[src/sv/drle_pkg.sv]
package drle_pkg;

  localparam int VALUE_W     = 31;
  localparam int DIGIT_W     = 4;
  localparam int RUN_LEN_W   = 10;
  localparam int BIT_CNT_W   = 5;
  localparam int QUEUE_DEPTH = 4;
  localparam int QPTR_W      = 2;
  localparam int QCNT_W      = 3;

  // What the back end is to do with one queue entry
  typedef enum logic [1:0] {
    ENT_DIGIT     = 2'd0,
    ENT_DIGIT_END = 2'd1,
    ENT_FLUSH     = 2'd2
  } entry_kind_t;

  typedef struct packed {
    entry_kind_t         kind;
    logic [DIGIT_W-1:0]  digit;
  } q_entry_t;

  typedef struct packed {
    logic                 final_res;
    logic [RUN_LEN_W-1:0] run_length;
    logic [DIGIT_W-1:0]   digit;
  } pair_t;

endpackage

[src/sv/drle_front.sv]
module drle_front
  import drle_pkg::*;
#(
  parameter int MAX_DIGITS = 10
) (
  input  logic               clk,
  input  logic               rst,
  input  logic               in_valid,
  output logic               in_ready,
  input  logic [VALUE_W-1:0] in_value,
  input  logic               in_last,
  output logic               push,
  output q_entry_t           push_entry,
  input  logic               push_ready
);

  localparam int BCD_W = DIGIT_W * MAX_DIGITS;

  typedef enum logic [2:0] {
    F_IDLE = 3'b001,
    F_CONV = 3'b010,
    F_SCAN = 3'b100
  } front_state_t;

  front_state_t           state, state_next;
  logic [VALUE_W-1:0]     value_sr;
  logic [BIT_CNT_W-1:0]   bit_cnt;
  logic [BCD_W-1:0]       bcd, bcd_adj, bcd_rest;
  logic                   item_last;
  logic                   started;
  logic [DIGIT_W-1:0]     top_digit;
  logic                   rest_nz;

  assign in_ready = (state == F_IDLE);

  // Add three to every digit of five or more before the doubling shift
  always_comb begin
    for (int i = 0; i < MAX_DIGITS; i++) begin
      if (bcd[i*DIGIT_W +: DIGIT_W] >= DIGIT_W'(5)) begin
        bcd_adj[i*DIGIT_W +: DIGIT_W] = bcd[i*DIGIT_W +: DIGIT_W] + DIGIT_W'(3);
      end else begin
        bcd_adj[i*DIGIT_W +: DIGIT_W] = bcd[i*DIGIT_W +: DIGIT_W];
      end
    end
  end

  assign top_digit = bcd[BCD_W-1 -: DIGIT_W];
  assign bcd_rest  = bcd << DIGIT_W;
  assign rest_nz   = |bcd_rest;

  always_comb begin
    push            = 1'b0;
    push_entry      = '{kind: ENT_DIGIT, digit: top_digit};
    state_next      = state;
    unique case (state)
      F_IDLE: begin
        if (in_valid) begin
          state_next = F_CONV;
        end
      end
      F_CONV: begin
        if (bit_cnt == BIT_CNT_W'(1)) begin
          state_next = F_SCAN;
        end
      end
      F_SCAN: begin
        if (bcd == '0) begin
          // no digits in this number
          if (item_last) begin
            push            = 1'b1;
            push_entry.kind = ENT_FLUSH;
            if (push_ready) begin
              state_next = F_IDLE;
            end
          end else begin
            state_next = F_IDLE;
          end
        end else if (started || top_digit != '0) begin
          push = 1'b1;
          if (!rest_nz && item_last) begin
            push_entry.kind = ENT_DIGIT_END;
          end
          if (push_ready && !rest_nz) begin
            state_next = F_IDLE;
          end
        end
      end
      default: state_next = F_IDLE;
    endcase
  end

  always_ff @(posedge clk) begin
    if (rst) begin
      state   <= F_IDLE;
      started <= 1'b0;
    end else begin
      state <= state_next;
      if (state == F_IDLE && in_valid) begin
        started <= 1'b0;
      end else if (state == F_SCAN && push && push_ready) begin
        started <= 1'b1;
      end
    end
  end

  always_ff @(posedge clk) begin
    unique case (state)
      F_IDLE: begin
        value_sr  <= in_value;
        bit_cnt   <= BIT_CNT_W'(VALUE_W);
        bcd       <= '0;
        item_last <= in_last;
      end
      F_CONV: begin
        bcd      <= {bcd_adj[BCD_W-2:0], value_sr[VALUE_W-1]};
        value_sr <= value_sr << 1;
        bit_cnt  <= bit_cnt - BIT_CNT_W'(1);
      end
      F_SCAN: begin
        if (bcd != '0 && (!push || push_ready)) begin
          bcd <= bcd_rest;
        end
      end
      default: begin
        bcd <= bcd;
      end
    endcase
  end

endmodule

[src/sv/drle_queue.sv]
module drle_queue
  import drle_pkg::*;
(
  input  logic     clk,
  input  logic     rst,
  input  logic     wr,
  input  q_entry_t wr_entry,
  output logic     wr_ready,
  output logic     rd_valid,
  output q_entry_t rd_entry,
  input  logic     rd
);

  q_entry_t            slots [QUEUE_DEPTH];
  logic [QPTR_W-1:0]   wr_ptr, rd_ptr;
  logic [QCNT_W-1:0]   count;
  logic                do_wr, do_rd;

  assign wr_ready = (count != QCNT_W'(QUEUE_DEPTH));
  assign rd_valid = (count != '0);
  assign rd_entry = slots[rd_ptr];
  assign do_wr    = wr && wr_ready;
  assign do_rd    = rd && rd_valid;

  always_ff @(posedge clk) begin
    if (rst) begin
      wr_ptr <= '0;
      rd_ptr <= '0;
      count  <= '0;
    end else begin
      if (do_wr) begin
        wr_ptr <= wr_ptr + QPTR_W'(1);
      end
      if (do_rd) begin
        rd_ptr <= rd_ptr + QPTR_W'(1);
      end
      if (do_wr && !do_rd) begin
        count <= count + QCNT_W'(1);
      end else if (do_rd && !do_wr) begin
        count <= count - QCNT_W'(1);
      end
    end
  end

  always_ff @(posedge clk) begin
    if (do_wr) begin
      slots[wr_ptr] <= wr_entry;
    end
  end

endmodule

[src/sv/drle_back.sv]
module drle_back
  import drle_pkg::*;
#(
  parameter int MAX_RUN = 1023
) (
  input  logic     clk,
  input  logic     rst,
  input  logic     q_valid,
  input  q_entry_t q_entry,
  output logic     q_pop,
  output logic     out_valid,
  input  logic     out_ready,
  output pair_t    out_pair
);

  localparam int CNT_RAW_W = $clog2(MAX_RUN + 1);
  localparam int CW        = (CNT_RAW_W < RUN_LEN_W) ? RUN_LEN_W : CNT_RAW_W;
  localparam logic [CW-1:0] MAX_RUN_C = CW'(MAX_RUN);

  logic [DIGIT_W-1:0] run_digit;
  logic [CW-1:0]      run_count;
  logic               run_open;
  logic               pending;
  pair_t              second;

  logic               out_free;
  logic               same, hit, closing, is_flush;
  logic [CW-1:0]      cnt_inc;
  logic               p1_en, p2_en;
  pair_t              p1, p2;

  assign out_free = !out_valid || out_ready;
  assign is_flush = (q_entry.kind == ENT_FLUSH);
  assign same     = run_open && (run_digit == q_entry.digit);
  assign cnt_inc  = same ? run_count + CW'(1) : CW'(1);
  assign hit      = (cnt_inc >= MAX_RUN_C);
  assign closing  = hit || (q_entry.kind == ENT_DIGIT_END);

  always_comb begin
    p1.digit      = run_digit;
    p1.run_length = run_count[RUN_LEN_W-1:0];
    p1.final_res  = 1'b0;
    if (is_flush) begin
      p1_en         = 1'b0;
      p2_en         = run_open;
      p2.digit      = run_digit;
      p2.run_length = run_count[RUN_LEN_W-1:0];
      p2.final_res  = 1'b1;
    end else begin
      p1_en         = run_open && !same;
      p2_en         = closing;
      p2.digit      = q_entry.digit;
      p2.run_length = cnt_inc[RUN_LEN_W-1:0];
      p2.final_res  = (q_entry.kind == ENT_DIGIT_END);
    end
  end

  assign q_pop = q_valid && out_free && !pending;

  always_ff @(posedge clk) begin
    if (rst) begin
      run_digit <= '0;
      run_count <= '0;
      run_open  <= 1'b0;
      pending   <= 1'b0;
      out_valid <= 1'b0;
    end else begin
      if (out_ready) begin
        out_valid <= 1'b0;
      end
      if (pending && out_free) begin
        out_valid <= 1'b1;
        pending   <= 1'b0;
      end else if (q_pop) begin
        if (p1_en || p2_en) begin
          out_valid <= 1'b1;
        end
        pending <= p1_en && p2_en;
        if (is_flush) begin
          run_open  <= 1'b0;
          run_count <= '0;
        end else begin
          run_digit <= q_entry.digit;
          run_open  <= !closing;
          run_count <= closing ? '0 : cnt_inc;
        end
      end
    end
  end

  always_ff @(posedge clk) begin
    if (pending && out_free) begin
      out_pair <= second;
    end else if (q_pop) begin
      out_pair <= p1_en ? p1 : p2;
      second   <= p2;
    end
  end

endmodule

[src/sv/digit_run_length_encoder.sv]
// Channel  Dir  Fields (tdata from bit 0 up)                tlast
// s_*      in   value[30:0], pad[31]                        last
// m_*      out  digit[3:0], run_length[13:4], pad[15:14]    final_res
//
// One number is loaded, converted by shift-and-add-three in the front
// converter and then scanned digit by digit from the most significant
// (up to MAX_DIGITS); the front end takes no new number until it is done.
// The back end handles one queue entry per cycle while m_tready does not
// stall it; an entry that closes a run and ends the number gives two pairs.
// rst is synchronous and active high; it closes any open run and empties
// the queue. A stalled m_tready holds the back end; the queue then fills
// and holds the front end at its next digit.
module digit_run_length_encoder
  import drle_pkg::*;
#(
  parameter int MAX_RUN    = 1023,
  parameter int MAX_DIGITS = 10
) (
  input  logic        clk,
  input  logic        rst,
  input  logic        s_tvalid,
  output logic        s_tready,
  input  logic [31:0] s_tdata,   // value[30:0], zero[31]
  input  logic        s_tlast,
  output logic        m_tvalid,
  input  logic        m_tready,
  output logic [15:0] m_tdata,   // digit[3:0], run_length[13:4], zero[15:14]
  output logic        m_tlast
);

  logic     push, push_ready;
  q_entry_t push_entry;
  logic     q_valid, q_pop;
  q_entry_t q_entry;
  pair_t    out_pair;

  // Front: convert the number to decimal and push its significant digits
  drle_front #(
    .MAX_DIGITS (MAX_DIGITS)
  ) u_front (
    .clk        (clk),
    .rst        (rst),
    .in_valid   (s_tvalid),
    .in_ready   (s_tready),
    .in_value   (s_tdata[VALUE_W-1:0]),
    .in_last    (s_tlast),
    .push       (push),
    .push_entry (push_entry),
    .push_ready (push_ready)
  );

  // Decouple the digit scan from the run counter
  drle_queue u_queue (
    .clk      (clk),
    .rst      (rst),
    .wr       (push),
    .wr_entry (push_entry),
    .wr_ready (push_ready),
    .rd_valid (q_valid),
    .rd_entry (q_entry),
    .rd       (q_pop)
  );

  // Back: extend or close runs and drive the output register
  drle_back #(
    .MAX_RUN (MAX_RUN)
  ) u_back (
    .clk       (clk),
    .rst       (rst),
    .q_valid   (q_valid),
    .q_entry   (q_entry),
    .q_pop     (q_pop),
    .out_valid (m_tvalid),
    .out_ready (m_tready),
    .out_pair  (out_pair)
  );

  assign m_tdata = {2'b00, out_pair.run_length, out_pair.digit};
  assign m_tlast = out_pair.final_res;

endmodule
[config.mk]
export PLATFORM = sky130hd
export DESIGN_NAME = digit_run_length_encoder
export DESIGN_NICKNAME = d
export VERILOG_FILES = /design/src/sv/drle_pkg.sv /design/src/sv/drle_front.sv /design/src/sv/drle_queue.sv /design/src/sv/drle_back.sv /design/src/sv/digit_run_length_encoder.sv
export SDC_FILE = /design/constraint.sdc
export NUM_CORES = 1
export LEC_CHECK = 0
export BUFFER_PORTS_ARGS = -buffer_cell sky130_fd_sc_hd__buf_4
export CAP_MARGIN = 15
export CORE_ASPECT_RATIO = 0.7
export CORE_MARGIN = 5
export CORE_UTILIZATION = 40
export CTS_BUF_LIST = sky130_fd_sc_hd__clkbuf_8
export DETAILED_ROUTE_END_ITERATION = 12
export HOLD_SLACK_MARGIN = 0.15
export PLACE_DENSITY = 0.6
export SLEW_MARGIN = 15
export SYNTH_ARGS = -nofsm -noshare
export SYNTH_HDL_FRONTEND = slang
export SYNTH_HIERARCHICAL = 1
export SYNTH_SLANG_ARGS = --single-unit
[constraint.sdc]
create_clock -name clk -period 4.52 [get_ports clk]
set_input_delay 0.904 -clock clk [delete_from_list [all_inputs] [get_ports clk]]
set_output_delay 0.904 -clock clk [all_outputs]
set_load 0.02 [all_outputs]
==> impl_results.md <==
- Clock skew: roughly 0.022 ns
- Largest net degree at the start of global routing: 63
- Total negative slack: 0 ns
- Sw Ratio: 0.280
- CP max FO: 7
- GPL Wtd Cong: a little over 0.8
- FF-to-FF End: u_queue/count[2]
- Remaining global-route overflow: 0
- Drt drc: 0
- H-tree levels: 4
- Startpoint types: flop
- Delay-heaviest family, CP: simple AND/OR/NAND/NOR gates
- Internal power: roughly 2.2 mW
- Synthesized area: about 0.0085 mm^2
- Yosys top cell by area: edfxtp_1
- Clock Root Buffer: clkbuf_8
- Num rows: 44
- Most frequent cells in the layout: edfxtp_1, nand2_1, buf_4
- Register area: ~0.0045 mm^2
- Hold EP: u_back/pending
- P_sw: 0.871 mW
- Worst vdd ir: ~0.17 mV
- Max-Cap Viols: 0
- Max Clk Rate: ~0.27 GHz
- Vias: 5858
- Vias per cell: around 5.2
- WL per Instance: between 15 and 20 um
- CTS Sinks: roughly 160
- Power Total: between 3 and 4 mW
- Power Dens Cells: between 300 and 400 mW/mm^2
- Area Overhead vs Synth: 12.4%
- Starting Density: 0.408
- CP cell instances: inv_1 -> ha_1 -> nor4b_1 -> nand4_1 -> nand4b_1 -> a31oi_1 -> a21boi_4 -> ha_1 -> inv_1 -> fa_1 -> xor2_1 -> or3_1 -> a21oi_1
- Final period util: 0.807
- Cts hold-fix bufs: 0
- Clock share of power: 0.339
- Final wirelength: roughly 18000 um
- LEAKAGE: between 3 and 4 nW
- Ports: 56
- Multi-input gate area: approximately 0.0036 mm^2
- WHS Path Cells: 2
- Minimum clock period: 3.65 ns
- Setup violations, final: 0
- Flop pwr share: 0.562
- Synthesized flop and latch total: about 160
- Final ANT Viol Nets: 0
- I/O Buffers: between 50 and 60
- Hold crit path type: reg2reg
- Buf/Inv on CP: 2
- R2r startpoint: u_front/bcd[4]
- Slew headroom: 0.365
- Later-pin clock latency in the skew report: 0.46 ns
- Crit path largest cell delay: between 0.4 and 0.5 ns
- Number of synthesized flops with an enable pin: around 130
- Synth top area share: 0.462
- RSZ-0062 raised after global routing: no
- Commonest non-fill, non-tap cell in the layout: edfxtp_1
- Final #Nets: 910
- DRT Pass-1 Iters: 5
- Vias in the first global route: ~5600
- Synth warnings: 6
- Crit Path Category: reg2reg
- Hold Path Origin: u_back/pending
- Die width: about 180 um
- Slowest-stage cell, CP: edfxtp_1
- Prevailing post-synth register cell: edfxtp_1
- Mapped Cells: 792
- R2r setup slk: ~0.87 ns
- Slew @ Worst Pin: ~0.95 ns
- Critical path endpoint category: flop
- Hold Fails Final Rpt: 0
- Critical Path RT: between 4 and 5 ns
- Core area: roughly 0.021 mm^2
- Post-CTS Resized: 0
- Synthesized area per cell: 10.8 um^2
- Max Slew Vio Count: 0
- TritonCTS clock tree: done
- Critical Path AT: 4.03 ns
- Die height: between 100 and 150 um
- # diodes: 0
- Largest cells by area after synthesis: edfxtp_1, dfxtp_1, ha_1
- Setup Buffers After CTS: 0
- Ratio of cells with drive above 1 in the final layout: 0.154
- Netlist cell types: between 70 and 80
- Pre-CTS setup slack: just under 1 ns
- Final worst slack: around 0.87 ns
- First-pass GRT wire length: between 20000 and 30000 um
- Seq/Total Area, Yosys: 0.532
- All-Layer GR Usage: 0.148
- Initial antenna violation count: 0
- Clk buf depth: 2
- FF-to-FF path depth: 13
- Final HPWL DP: between 10000 and 15000 um
- Die area: 0.0244 mm^2
- Status: finished clean
- Fill cell count: 1941
- Clk slew on worst S/H paths: about 0.10 ns
- Iter 0 DRT Violations: 430
- Combinational Power Share: 0.099
- Asr flop ratio synth: 0
- CTS Buf Count: 17
per-layer routing:
layer  GRT usage  wire length [um]  part of all wire  up-vias
met4      0.0283                93            0.0052        0
met2       0.200              7180              0.40      119
met1       0.236              9790              0.55     2790
met5           0                 0                 0        -
met3      0.0405               894             0.050        7
li1            -                 -                 -     2942
registers in the layout, indices dropped and copies added, names as in the netlist, named ones only:
name / cells
u_back/out_pair: 15
u_back/out_valid: 1
u_back/pending: 1
u_back/run_count: 10
u_back/run_digit: 4
u_back/run_open: 1
u_back/second: 15
u_front/bcd: 40
u_front/bit_cnt: 5
u_front/item_last: 1
u_front/started: 1
u_front/state: 3
u_front/value_sr: 31
u_queue/count: 3
u_queue/rd_ptr: 2
u_queue/slots: 24
u_queue/wr_ptr: 2
cell usage after synthesis, types with 4 or more instances:
cell type and number:
o21a_1 4, xnor2_1 15, a21oi_1 56, inv_1 43, nand3_1 8, nor3b_1 12, xor2_1 12, o21ai_0 32
ha_1 40, a31oi_1 7, mux2i_1 21, mux2_2 8, buf_2 7, clkbuf_1 29, nand2_1 127, o22ai_1 13
mux4_2 6, nand2b_1 14, or3_1 6, nor4b_1 4, edfxtp_1 131, nand4_1 6, o211ai_1 5, buf_4 6
nor3_1 14, nor2b_1 4, nor2_1 41, nor4_1 7, a22o_1 11, dfxtp_1 30, o32ai_1 6, and2_1 8
cell families after synthesis:
kind of cell               count (synthesis)  share of synthesized area
AOI/OAI and AO/OA                        161                      0.121
adders and majority gates                 41                     0.0611
muxes                                     36                     0.0529
xor gates and xnor gates                  27                     0.0278
other                                      1                   0.000440
and+or+nand+nor                          277                      0.162
buffers and inverters                     88                     0.0425
DFF                                      161                      0.532
final cells by class:
class / count / area share
flip-flops and latches: 161 / 0.474
multi-input cells: 544 / 0.381
repair buffers: 65 / 0.0510
well taps: 276 / 0.0361
clock buffers: 17 / 0.0244
clock inverters: 15 / 0.0169
inverters: 43 / 0.0169
worst max-delay path by stage:
stage,start,endpoint,slack (ns),cells past startpoint
2_1_floorplan,u_front/bcd[36],u_front/bcd[0],0.92,6
3_3_place_gp,u_front/bcd[4],u_queue/count[2],0.94,13
3_5_place_dp,u_front/bcd[4],u_queue/count[2],0.97,13
4_1_cts,u_front/bcd[4],u_queue/count[2],0.88,13
5_1_grt,u_front/bcd[4],u_queue/count[2],0.47,13
6_report,u_front/bcd[4],u_queue/count[2],0.87,13
worst min-delay path: stages (launching register included):
cell	delay (ns)
dfxtp_1	0.34
nand2_1	0.06
a21oi_1	0.05
power by group through the flow:
stage	registers [mW]	logic, mW	clock network, mW
2_1_floorplan	1.76	0.230	0
3_3_place_gp	1.78	0.303	0
3_5_place_dp	1.78	0.305	0
4_1_cts	1.75	0.308	1.09
5_1_grt	1.76	0.347	1.16
6_report	1.75	0.307	1.05
stage by stage:
step / instance area [um^2] / cells / utilization / hold slack, ns
floorplan: 8520 / 793 / - / 0.459
global placement: 9180 / 1089 / 0.440 / 0.476
detailed placement: 9180 / 1089 / 0.440 / 0.484
CTS: 9570 / 1121 / 0.459 / 0.498
global route: 9570 / 1121 / 0.459 / 0.531
finish: 9570 / 1121 / 0.459 / 0.496
Note: power is estimated with default switching activity, not from simulation.
